==> config.mk <==
export PLATFORM = sky130hd
export DESIGN_NAME = tx_frame_queue_marker_release
export DESIGN_NICKNAME = d
export VERILOG_FILES = /design/src/design/tfqm_pkg.sv /design/src/design/tfqm_marker_ram.sv /design/src/design/tfqm_cfg.sv /design/src/design/tfqm_seq.sv /design/src/design/tx_frame_queue_marker_release.sv
export VERILOG_INCLUDE_DIRS = /design/src /design/src/design
export SDC_FILE = /design/constraint.sdc
export NUM_CORES = 1
export LEC_CHECK = 0
export ABC_AREA = 1
export BUFFER_PORTS_ARGS = -buffer_cell sky130_fd_sc_hd__buf_2
export CAP_MARGIN = 0
export CORE_UTILIZATION = 47
export DETAILED_ROUTE_END_ITERATION = 8
export PLACE_DENSITY = 0.66
export SLEW_MARGIN = 20
export SYNTH_ARGS = -nofsm -noshare
export SYNTH_HDL_FRONTEND = slang
export SYNTH_SLANG_ARGS = --single-unit
==> constraint.sdc <==
create_clock -name clk -period 3.7 [get_ports clk]
set_clock_uncertainty 0.05 [all_clocks]
set_input_delay 0.185 -clock clk [delete_from_list [all_inputs] [get_ports clk]]
set_output_delay 0.185 -clock clk [all_outputs]
set_load 0.02 [all_outputs]
==> src/design/tx_frame_queue_marker_release_defines.svh <==
// Assertion macros used by the transmit queue top-level design file.
`ifndef TX_FRAME_QUEUE_MARKER_RELEASE_DEFINES_SVH
`define TX_FRAME_QUEUE_MARKER_RELEASE_DEFINES_SVH
`ifndef ASSERT_OFF
`define TFQM_ASSERT_IMP(lbl, clk, rst_n, ante, cons) \
  lbl: assert property (@(posedge clk) disable iff (!rst_n) (ante) |-> (cons)) \
    else $error("tfqm: same-cycle check failed");
`define TFQM_ASSERT_NXT(lbl, clk, rst_n, ante, cons) \
  lbl: assert property (@(posedge clk) disable iff (!rst_n) (ante) |=> (cons)) \
    else $error("tfqm: next-cycle check failed");
`else
`define TFQM_ASSERT_IMP(lbl, clk, rst_n, ante, cons)
`define TFQM_ASSERT_NXT(lbl, clk, rst_n, ante, cons)
`endif
`endif

==> src/design/tfqm_pkg.sv <==
package tfqm_pkg;

  localparam int QUEUE_DEPTH_DEF   = 64;
  localparam int CMD_W             = 3;
  localparam int MARKER_W          = 8;
  localparam int STATUS_W          = 3;
  localparam int SLOT_W            = 6;
  localparam int IFL_W             = 6;
  localparam int APB_ADDR_W        = 4;
  localparam int APB_DATA_W        = 32;
  localparam logic [IFL_W-1:0] MAX_IN_FLIGHT_RST = IFL_W'(3 * 3 * 2);

  // register indexes (byte address is 4 * index)
  localparam logic [1:0] REG_TX_ENABLE     = 2'd0;
  localparam logic [1:0] REG_BUS_OPEN      = 2'd1;
  localparam logic [1:0] REG_MAX_IN_FLIGHT = 2'd2;

  typedef enum logic [CMD_W-1:0] {
    CMD_COMMIT    = 3'd0,
    CMD_DISPATCH  = 3'd1,
    CMD_REL_TAIL  = 3'd2,
    CMD_REL_UNTIL = 3'd3,
    CMD_LOOKUP    = 3'd4,
    CMD_CLEAR     = 3'd5
  } cmd_t;

  typedef enum logic [STATUS_W-1:0] {
    ST_OK         = 3'd0,
    ST_FULL       = 3'd1,
    ST_TX_OFF     = 3'd2,
    ST_EMPTY      = 3'd3,
    ST_NOT_FOUND  = 3'd4,
    ST_NO_DISP    = 3'd5
  } status_t;

  typedef struct packed {
    logic              tx_enable;
    logic              bus_open;
    logic [IFL_W-1:0]  max_in_flight;
  } cfg_t;

  typedef struct packed {
    status_t             status;
    logic [SLOT_W-1:0]   slot_index;
    logic [MARKER_W-1:0] slot_marker;
    logic                dispatched;
    logic                forced_release;
    logic                raise_fifo_full;
    logic                raise_overrun;
  } res_t;

endpackage

==> src/design/tfqm_marker_ram.sv <==
module tfqm_marker_ram #(
  parameter int DEPTH = tfqm_pkg::QUEUE_DEPTH_DEF,
  parameter int AW    = $clog2(DEPTH),
  parameter int DW    = tfqm_pkg::MARKER_W
) (
  input  logic          clk,
  input  logic          we,
  input  logic [AW-1:0] waddr,
  input  logic [DW-1:0] wdata,
  input  logic          re,
  input  logic [AW-1:0] raddr,
  output logic [DW-1:0] rdata
);

  logic [DW-1:0] mem [DEPTH];

  always_ff @(posedge clk) begin
    if (we) begin
      mem[waddr] <= wdata;
    end
  end

  always_ff @(posedge clk) begin
    if (re) begin
      rdata <= mem[raddr];
    end
  end

endmodule

==> src/design/tfqm_cfg.sv <==
module tfqm_cfg (
  input  logic                             clk,
  input  logic                             rst_n,
  input  logic                             psel,
  input  logic                             penable,
  input  logic                             pwrite,
  input  logic [tfqm_pkg::APB_ADDR_W-1:0]  paddr,
  input  logic [tfqm_pkg::APB_DATA_W-1:0]  pwdata,
  output logic [tfqm_pkg::APB_DATA_W-1:0]  prdata,
  output logic                             pready,
  output tfqm_pkg::cfg_t                   cfg
);

  localparam int IFL_W = tfqm_pkg::IFL_W;
  localparam int DW    = tfqm_pkg::APB_DATA_W;

  tfqm_pkg::cfg_t cfg_r;
  tfqm_pkg::cfg_t cfg_nxt;
  logic           wr_en;
  logic [1:0]     reg_idx;

  assign pready  = 1'b1;
  assign wr_en   = psel && penable && pwrite;
  assign reg_idx = paddr[3:2];

  always_comb begin
    cfg_nxt = cfg_r;
    if (wr_en) begin
      unique case (reg_idx)
        tfqm_pkg::REG_TX_ENABLE:     cfg_nxt.tx_enable     = pwdata[0];
        tfqm_pkg::REG_BUS_OPEN:      cfg_nxt.bus_open      = pwdata[0];
        tfqm_pkg::REG_MAX_IN_FLIGHT: cfg_nxt.max_in_flight = pwdata[IFL_W-1:0];
        default: ;
      endcase
    end
  end

  always_ff @(posedge clk) begin
    if (!rst_n) begin
      cfg_r.tx_enable     <= 1'b1;
      cfg_r.bus_open      <= 1'b0;
      cfg_r.max_in_flight <= tfqm_pkg::MAX_IN_FLIGHT_RST;
    end else begin
      cfg_r <= cfg_nxt;
    end
  end

  always_comb begin
    unique case (reg_idx)
      tfqm_pkg::REG_TX_ENABLE:     prdata = DW'(cfg_r.tx_enable);
      tfqm_pkg::REG_BUS_OPEN:      prdata = DW'(cfg_r.bus_open);
      tfqm_pkg::REG_MAX_IN_FLIGHT: prdata = DW'(cfg_r.max_in_flight);
      default:                     prdata = '0;
    endcase
  end

  assign cfg = cfg_r;

endmodule

==> src/design/tfqm_seq.sv <==
module tfqm_seq #(
  parameter int QUEUE_DEPTH = tfqm_pkg::QUEUE_DEPTH_DEF
) (
  input  logic                           clk,
  input  logic                           rst_n,
  input  tfqm_pkg::cfg_t                 cfg,
  input  logic                           in_valid,
  output logic                           in_stall,
  input  logic [tfqm_pkg::CMD_W-1:0]     in_command,
  input  logic [tfqm_pkg::MARKER_W-1:0]  in_frame_marker,
  input  logic                           in_hw_fifo_has_room,
  input  logic                           in_hw_accept_ok,
  output logic                           out_valid,
  input  logic                           out_stall,
  output tfqm_pkg::res_t                 out_res
);

  localparam int PTR_W    = $clog2(QUEUE_DEPTH);
  localparam int SLOT_W   = tfqm_pkg::SLOT_W;
  localparam int MARKER_W = tfqm_pkg::MARKER_W;
  localparam int IFL_W    = tfqm_pkg::IFL_W;
  localparam int CMP_W    = (PTR_W > IFL_W) ? PTR_W : IFL_W;
  localparam logic [PTR_W-1:0] LAST_SLOT = PTR_W'(QUEUE_DEPTH - 1);
  localparam logic [PTR_W:0]   DEPTH_X   = (PTR_W + 1)'(QUEUE_DEPTH);

  typedef enum logic [3:0] {
    S_IDLE   = 4'b0001,
    S_RDWAIT = 4'b0010,
    S_SCAN   = 4'b0100,
    S_OUT    = 4'b1000
  } state_t;

  state_t                state_r, state_nxt;
  logic [PTR_W-1:0]      head_r, head_nxt;
  logic [PTR_W-1:0]      send_r, send_nxt;
  logic [PTR_W-1:0]      tail_r, tail_nxt;
  logic                  full_r, full_nxt;
  logic [PTR_W-1:0]      scan_r, scan_nxt;
  tfqm_pkg::cmd_t        cmd_r, cmd_nxt;
  logic [MARKER_W-1:0]   marker_r, marker_nxt;
  tfqm_pkg::res_t        res_r, res_nxt;
  logic                  out_valid_r, out_valid_nxt;
  tfqm_pkg::res_t        out_res_r;

  logic                  ram_we;
  logic [PTR_W-1:0]      ram_waddr;
  logic [MARKER_W-1:0]   ram_wdata;
  logic                  ram_re;
  logic [PTR_W-1:0]      ram_raddr;
  logic [MARKER_W-1:0]   ram_rdata;

  logic                  accept;
  logic                  load_out;
  logic                  empty;
  logic [PTR_W-1:0]      head_inc, send_inc, tail_inc, scan_inc;
  logic [PTR_W:0]        ifl_diff;
  logic [PTR_W-1:0]      in_flight;
  tfqm_pkg::cmd_t        in_cmd;

  function automatic logic [PTR_W-1:0] ptr_inc(input logic [PTR_W-1:0] p);
    ptr_inc = (p == LAST_SLOT) ? '0 : p + 1'b1;
  endfunction

  tfqm_marker_ram #(
    .DEPTH (QUEUE_DEPTH),
    .AW    (PTR_W),
    .DW    (MARKER_W)
  ) u_ram (
    .clk   (clk),
    .we    (ram_we),
    .waddr (ram_waddr),
    .wdata (ram_wdata),
    .re    (ram_re),
    .raddr (ram_raddr),
    .rdata (ram_rdata)
  );

  assign in_stall = (state_r != S_IDLE);
  assign accept   = in_valid && (state_r == S_IDLE);
  assign load_out = (state_r == S_OUT) && (!out_valid_r || !out_stall);
  assign in_cmd   = tfqm_pkg::cmd_t'(in_command);

  assign empty    = (head_r == tail_r) && !full_r;
  assign head_inc = ptr_inc(head_r);
  assign send_inc = ptr_inc(send_r);
  assign tail_inc = ptr_inc(tail_r);
  assign scan_inc = ptr_inc(scan_r);

  // frames in flight once send has advanced, modulo the ring size
  assign ifl_diff  = {1'b0, send_inc} - {1'b0, tail_r};
  assign in_flight = ifl_diff[PTR_W] ? PTR_W'(ifl_diff + DEPTH_X) : ifl_diff[PTR_W-1:0];

  assign ram_waddr = head_r;
  assign ram_wdata = in_frame_marker;

  always_comb begin
    state_nxt  = state_r;
    head_nxt   = head_r;
    send_nxt   = send_r;
    tail_nxt   = tail_r;
    full_nxt   = full_r;
    scan_nxt   = scan_r;
    cmd_nxt    = cmd_r;
    marker_nxt = marker_r;
    res_nxt    = res_r;
    ram_we     = 1'b0;
    ram_re     = 1'b0;
    ram_raddr  = scan_r;

    unique case (state_r)
      S_IDLE: begin
        if (accept) begin
          cmd_nxt    = in_cmd;
          marker_nxt = in_frame_marker;
          res_nxt    = '0;
          state_nxt  = S_OUT;
          case (in_cmd)
            tfqm_pkg::CMD_COMMIT: begin
              if (!cfg.tx_enable) begin
                res_nxt.status = tfqm_pkg::ST_TX_OFF;
              end else if (full_r) begin
                res_nxt.status          = tfqm_pkg::ST_FULL;
                res_nxt.raise_fifo_full = 1'b1;
              end else begin
                ram_we              = 1'b1;
                res_nxt.slot_index  = SLOT_W'(head_r);
                res_nxt.slot_marker = in_frame_marker;
                head_nxt            = head_inc;
                full_nxt            = (head_inc == tail_r);
              end
            end
            tfqm_pkg::CMD_DISPATCH: begin
              if (!cfg.bus_open || send_r == head_r || !in_hw_fifo_has_room) begin
                res_nxt.status = tfqm_pkg::ST_NO_DISP;
              end else begin
                ram_re                = 1'b1;
                ram_raddr             = send_r;
                res_nxt.slot_index    = SLOT_W'(send_r);
                res_nxt.dispatched    = 1'b1;
                res_nxt.raise_overrun = !in_hw_accept_ok;
                send_nxt              = send_inc;
                if (CMP_W'(in_flight) > CMP_W'(cfg.max_in_flight) && !empty) begin
                  tail_nxt               = tail_inc;
                  full_nxt               = 1'b0;
                  res_nxt.forced_release = 1'b1;
                end
                state_nxt = S_RDWAIT;
              end
            end
            tfqm_pkg::CMD_REL_TAIL: begin
              if (empty) begin
                res_nxt.status = tfqm_pkg::ST_EMPTY;
              end else begin
                ram_re             = 1'b1;
                ram_raddr          = tail_r;
                res_nxt.slot_index = SLOT_W'(tail_r);
                tail_nxt           = tail_inc;
                full_nxt           = 1'b0;
                state_nxt          = S_RDWAIT;
              end
            end
            tfqm_pkg::CMD_REL_UNTIL, tfqm_pkg::CMD_LOOKUP: begin
              if (empty) begin
                res_nxt.status        = tfqm_pkg::ST_EMPTY;
                res_nxt.raise_overrun = 1'b1;
              end else if (tail_r == send_r) begin
                res_nxt.status = tfqm_pkg::ST_NOT_FOUND;
              end else begin
                // start the walk at tail; one slot per cycle
                ram_re    = 1'b1;
                ram_raddr = tail_r;
                scan_nxt  = tail_r;
                state_nxt = S_SCAN;
              end
            end
            tfqm_pkg::CMD_CLEAR: begin
              tail_nxt = head_r;
              send_nxt = head_r;
              full_nxt = 1'b0;
            end
            default: ;
          endcase
        end
      end
      S_RDWAIT: begin
        res_nxt.slot_marker = ram_rdata;
        state_nxt           = S_OUT;
      end
      S_SCAN: begin
        // ram_rdata holds the marker of slot scan_r
        if (ram_rdata == marker_r) begin
          res_nxt.slot_index  = SLOT_W'(scan_r);
          res_nxt.slot_marker = marker_r;
          if (cmd_r == tfqm_pkg::CMD_REL_UNTIL) begin
            tail_nxt = scan_inc;
            full_nxt = 1'b0;
          end
          state_nxt = S_OUT;
        end else if (scan_inc == send_r) begin
          res_nxt.status = tfqm_pkg::ST_NOT_FOUND;
          state_nxt      = S_OUT;
        end else begin
          ram_re    = 1'b1;
          ram_raddr = scan_inc;
          scan_nxt  = scan_inc;
        end
      end
      S_OUT: begin
        if (load_out) begin
          state_nxt = S_IDLE;
        end
      end
      default: state_nxt = S_IDLE;
    endcase
  end

  always_comb begin
    out_valid_nxt = out_valid_r;
    if (load_out) begin
      out_valid_nxt = 1'b1;
    end else if (!out_stall) begin
      out_valid_nxt = 1'b0;
    end
  end

  always_ff @(posedge clk) begin
    if (!rst_n) begin
      state_r     <= S_IDLE;
      head_r      <= '0;
      send_r      <= '0;
      tail_r      <= '0;
      full_r      <= 1'b0;
      out_valid_r <= 1'b0;
    end else begin
      state_r     <= state_nxt;
      head_r      <= head_nxt;
      send_r      <= send_nxt;
      tail_r      <= tail_nxt;
      full_r      <= full_nxt;
      out_valid_r <= out_valid_nxt;
    end
  end

  always_ff @(posedge clk) begin
    scan_r   <= scan_nxt;
    cmd_r    <= cmd_nxt;
    marker_r <= marker_nxt;
    res_r    <= res_nxt;
    if (load_out) begin
      out_res_r <= res_r;
    end
  end

  assign out_valid = out_valid_r;
  assign out_res   = out_res_r;

endmodule

==> src/design/tx_frame_queue_marker_release.sv <==
// Transmit frame ring queue keeping one 8-bit marker per slot in a single-port-write,
// registered-read marker memory; head, send and tail pointers plus a full flag sit in
// flip-flops, and each command item returns exactly one result item with the slot index
// so frame contents can live elsewhere. Items are taken one at a time: commit, clear,
// refused and unknown commands go straight to the result state, dispatch and
// release-tail first do one memory read, and release-until-marker and lookup walk
// the slots from tail toward send (at most QUEUE_DEPTH), one memory read per slot.
// A result waits in the result state while the output register is stalled.
// A new item is taken as soon as the previous result has moved into the output register,
// even if that result is still stalled.
// Marker memory is not cleared at reset. Configuration: tx_enable at 0x0,
// bus_open at 0x4, max_in_flight at 0x8.
`include "tx_frame_queue_marker_release_defines.svh"

module tx_frame_queue_marker_release #(
  parameter int QUEUE_DEPTH = tfqm_pkg::QUEUE_DEPTH_DEF
) (
  input  logic                             clk,
  input  logic                             rst_n,
  input  logic                             psel,
  input  logic                             penable,
  input  logic                             pwrite,
  input  logic [tfqm_pkg::APB_ADDR_W-1:0]  paddr,
  input  logic [tfqm_pkg::APB_DATA_W-1:0]  pwdata,
  output logic [tfqm_pkg::APB_DATA_W-1:0]  prdata,
  output logic                             pready,
  input  logic                             in_valid,
  output logic                             in_stall,
  input  logic [tfqm_pkg::CMD_W-1:0]       in_command,
  input  logic [tfqm_pkg::MARKER_W-1:0]    in_frame_marker,
  input  logic                             in_hw_fifo_has_room,
  input  logic                             in_hw_accept_ok,
  output logic                             out_valid,
  input  logic                             out_stall,
  output logic [tfqm_pkg::STATUS_W-1:0]    out_status,
  output logic [tfqm_pkg::SLOT_W-1:0]      out_slot_index,
  output logic [tfqm_pkg::MARKER_W-1:0]    out_slot_marker,
  output logic                             out_dispatched,
  output logic                             out_forced_release,
  output logic                             out_raise_fifo_full,
  output logic                             out_raise_overrun
);

  tfqm_pkg::cfg_t cfg;
  tfqm_pkg::res_t out_res;

  tfqm_cfg u_cfg (
    .clk     (clk),
    .rst_n   (rst_n),
    .psel    (psel),
    .penable (penable),
    .pwrite  (pwrite),
    .paddr   (paddr),
    .pwdata  (pwdata),
    .prdata  (prdata),
    .pready  (pready),
    .cfg     (cfg)
  );

  tfqm_seq #(
    .QUEUE_DEPTH (QUEUE_DEPTH)
  ) u_seq (
    .clk                 (clk),
    .rst_n               (rst_n),
    .cfg                 (cfg),
    .in_valid            (in_valid),
    .in_stall            (in_stall),
    .in_command          (in_command),
    .in_frame_marker     (in_frame_marker),
    .in_hw_fifo_has_room (in_hw_fifo_has_room),
    .in_hw_accept_ok     (in_hw_accept_ok),
    .out_valid           (out_valid),
    .out_stall           (out_stall),
    .out_res             (out_res)
  );

  assign out_status          = out_res.status;
  assign out_slot_index      = out_res.slot_index;
  assign out_slot_marker     = out_res.slot_marker;
  assign out_dispatched      = out_res.dispatched;
  assign out_forced_release  = out_res.forced_release;
  assign out_raise_fifo_full = out_res.raise_fifo_full;
  assign out_raise_overrun   = out_res.raise_overrun;

  `TFQM_ASSERT_NXT(a_one_item_at_a_time, clk, rst_n, in_valid && !in_stall, in_stall)
  `TFQM_ASSERT_IMP(a_no_slot_on_error, clk, rst_n,
                   out_valid && (out_status != tfqm_pkg::ST_OK),
                   (out_slot_index == '0) && (out_slot_marker == '0))
  `TFQM_ASSERT_IMP(a_forced_needs_dispatch, clk, rst_n,
                   out_valid && out_forced_release,
                   out_dispatched && (out_status == tfqm_pkg::ST_OK))
  `TFQM_ASSERT_IMP(a_fifo_full_status, clk, rst_n,
                   out_valid && out_raise_fifo_full,
                   out_status == tfqm_pkg::ST_FULL)

endmodule
==> parameters.txt <==
Parameter                              Value

Status
  Outcome    complete, but fails checks
  Violated checks    setup timing

Synthesis
  Synth top cells by count    sky130_fd_sc_hd__nand3_1, sky130_fd_sc_hd__edfxtp_1, sky130_fd_sc_hd__nand2_1
  Count of yosys warnings during synthesis    0
  Most frequent cell after synthesis    sky130_fd_sc_hd__nand3_1
  Most used flip-flop cell after synthesis    sky130_fd_sc_hd__edfxtp_1
  Fraction of registers with async set or reset after synthesis    0%
  Mean post-synth cell area    10.2 um2
  Number of flops mapped to enable cells by yosys    579
  Share of the synthesized area in the top cell type    60.3%
  Cell type with the highest aggregate area in the netlist    sky130_fd_sc_hd__edfxtp_1
  Post-Synthesis Cells    2,832
  Netlist Area Pre-Place    28,800 um2
  Largest cells by area after synthesis    sky130_fd_sc_hd__edfxtp_1, sky130_fd_sc_hd__nand3_1, sky130_fd_sc_hd__nand2_1
  Synth cell types    49
  Sequential element share of the synthesized area    62.5%
  Flip-flop and latch count after synthesis    611

Power
  Power share of the clock group    18.5%
  Reported net switching power    15.0 mW
  Max VDD drop    0.902 mV
  P per Cell Area    989 nW/um2
  Switching power share of the total    45.0%
  LEAKAGE    13.6 nW
  Proportion of power drawn by flip-flops and latches    24.7%
  Combinational Power Share    56.8%
  Internal portion of total power    18.3 mW
  Overall power    33.3 mW

Clock tree
  Clk sink count    611
  Skew-Pair Late Insertion Delay    650 ps
  Buffer levels on the longest clock path    3
  Post-CTS clock slew at the launch and capture registers of the worst setup and hold paths    70 ps
  TritonCTS clock tree    done
  Number of buffers created by CTS    61
  CTS H-Tree Depth    2
  Cell at the root of the clock tree    sky130_fd_sc_hd__clkbuf_16

Setup path
  Critical path launch point type    flop
  Most used cell along the critical path    sky130_fd_sc_hd__nand2_1
  Slowest stage cell, crit path    sky130_fd_sc_hd__fa_2
  Worst reg2reg path depth    26
  Nature of the critical path endpoint    flop
  Number of buffer and inverter instances along the worst setup path    4
  Critical Setup Path Class    reg -> reg
  Cell count along the critical path    26
  Worst path required time    4160 ps
  Arrival time worst endpoint    4270 ps
  CP Max Fanout    6
  Gate family responsible for the most delay along the worst path    compound AO/OA/AOI/OAI gates
  Biggest cell delay along the critical path    350 ps

STA
  Unrepaired setup endpoints after global routing    true
  Fin Setup TNS    -395 ps
  Post-route clock period utilization    103%
  Highest clock frequency the design can meet    262 MHz
  Setup slack of the critical path after layout    -116 ps
  Crit path time final    3820 ps
  Final setup fails    7
  Worst rel slew slack    31.2%
  Fin. max-slew vios    0
  Number of hold-slack violations in the final timing report    0
  Worst hold slack    28.0 ps
  Least-Margin Pin Slew    1030 ps

Global route
  Met3 Track Usage GR    3.77%
  Layer with the highest usage after global routing    met2
  Met1 Usage GRT    34.0%
  Congestion Overflow GR    0
  Pin count of the biggest net entering global routing    123
  Combined global-route utilization of all metal layers    24.7%
  Via count of the first global-routing pass    20,300
  Wire length of the first global-routing pass    119,000 um
  Initial antenna violation count    0
  Fraction of met2 tracks used by global routing    40.3%

Finish
  Fraction of final layout cells sized beyond drive strength 1    13.8%
  Area delta synth->final    16.9%
  NumNets Final    3,087
  Number of antenna cells inserted    0
  Post-Layout Inst Area    33,700 um2

Worst hold path
  Cells on Worst Hold Path    1
  Path category of the worst min-delay check    in -> reg

Job
  Max-cap check violation count    0

Floorplanning
  Width of the die    250 um
  I/O pin count    112
  Number of rows created at floorplan    90
  Floorplan die height    250 um
  Initial standard-cell utilization of the core    47.7%
  Core Area    60,500 um2
  Floorplan die area    62,400 um2

Routing
  Initial DRT Pass Iterations    5
  Detailed-route via count    21,300
  # DRC    0
  Detailed-route wire length    79,600 um
  Per-cell via count in the routed design    5.53
  WL/cell    20.7 um
  Iteration-0 DRC Markers    2,280
  Number of nets with antenna violations after routing    0

Placement
  Placed wire-length estimate    50,100 um
  I/O Buffers    56
  Cell area after placement    30,700 um2
  Pre-CTS worst setup slack    -312 ps
  Last weighted congestion value of the routability-driven placer    0.925
## logic make-up after synthesis
group	synth area share, %
and+or+nand+nor	24.3
DFF	62.5
buffers and inverters	8.79
AOI/OAI and AO/OA	2.92
xor gates and xnor gates	0.790
adders and majority gates	0.720
other	0.0260
## area by class of cell
| type | instances | area (um2) |
|---|---|---|
| fillers | 5073 | 26800 |
| flip-flops and latches | 611 | 18000 |
| multi-input cells | 1666 | 8650 |
| repair buffers | 270 | 2540 |
| clock buffers | 78 | 1610 |
| inverters | 405 | 1530 |
| well taps | 782 | 978 |
| clock inverters | 37 | 364 |
## routing by layer
layer | share of wire (%) | up-vias
met4 | 2.7 | 0
met2 | 47 | 895
li1 | - | 9965
met1 | 43 | 10300
met3 | 7.6 | 134
met5 | 0 | -
## registers in the layout, summed over array words and instances, names as in the netlist
signal             flops
u_seq.send_r           6
u_seq.out_valid        1
u_seq.full_r           1
u_seq.out_res         21
u_seq.scan_r           6
u_cfg.cfg              8
u_seq.u_ram.mem      512
u_seq.head_r           6
u_seq.res_r           21
u_seq.cmd_r            3
u_seq.u_ram.rdata      8
u_seq.state_r          4
u_seq.marker_r         8
u_seq.tail_r           6
## placed cells by master (no fill, tap or decap), types with 18 or more instances in the layout
| cell type | count |
|---|---|
| sky130_fd_sc_hd__edfxtp_1 | 579 |
| sky130_fd_sc_hd__nand3_1 | 571 |
| sky130_fd_sc_hd__nand2_1 | 499 |
| sky130_fd_sc_hd__inv_1 | 388 |
| sky130_fd_sc_hd__nand3b_1 | 176 |
| sky130_fd_sc_hd__buf_4 | 140 |
| sky130_fd_sc_hd__nor2_1 | 135 |
| sky130_fd_sc_hd__clkbuf_16 | 69 |
| sky130_fd_sc_hd__buf_2 | 57 |
| sky130_fd_sc_hd__o21ai_0 | 42 |
| sky130_fd_sc_hd__a21oi_1 | 39 |
| sky130_fd_sc_hd__dfxtp_1 | 30 |
| sky130_fd_sc_hd__conb_1 | 27 |
| sky130_fd_sc_hd__nand3_2 | 26 |
| sky130_fd_sc_hd__dlygate4sd3_1 | 26 |
| sky130_fd_sc_hd__buf_12 | 25 |
| sky130_fd_sc_hd__xor2_1 | 18 |
## power by group through the flow
stage | clock network (mW) | registers, mW | logic [mW]
after floorplan | 0 | 8.39 | 10.9
after global placement | 0 | 8.38 | 16.2
after detailed placement | 0 | 8.39 | 16.4
after CTS | 6.25 | 8.24 | 16.7
after global routing | 6.49 | 8.27 | 20.3
final | 6.16 | 8.24 | 18.9
## stage by stage
step           instances  utilization [%]
2_1_floorplan       2857                -
3_3_place_gp        3674             50.7
3_5_place_dp        3674             50.7
4_1_cts             3822             54.6
5_1_grt             3849             55.7
6_report            3849             55.7
## final timing paths
kind,startpoint,endpoint,slack [ps]
setup / recovery,u_seq.send_r[0]$_SDFFE_PN0P_,u_seq.tail_r[1]$_SDFFE_PN0P_,-120
hold / removal,in_frame_marker[2],u_seq.u_ram.mem[11][2]$_DFFE_PP_,30
setup reg to reg,u_seq.send_r[0]$_SDFFE_PN0P_,u_seq.tail_r[1]$_SDFFE_PN0P_,-120
hold reg to reg,u_seq.res_r[18]$_SDFFCE_PP0P_,u_seq.out_res[18]$_DFFE_PP_,360
## what timing repair did
item	4_1_cts	5_1_grt
hold endpoints to repair	27	0
gates cloned	1	9
buffers inserted	6	18
hold buffers	26	0
setup endpoints to repair	15	15
gates resized for setup	20	62
pin swaps	9	13
Power figures use the tool's default switching activity.
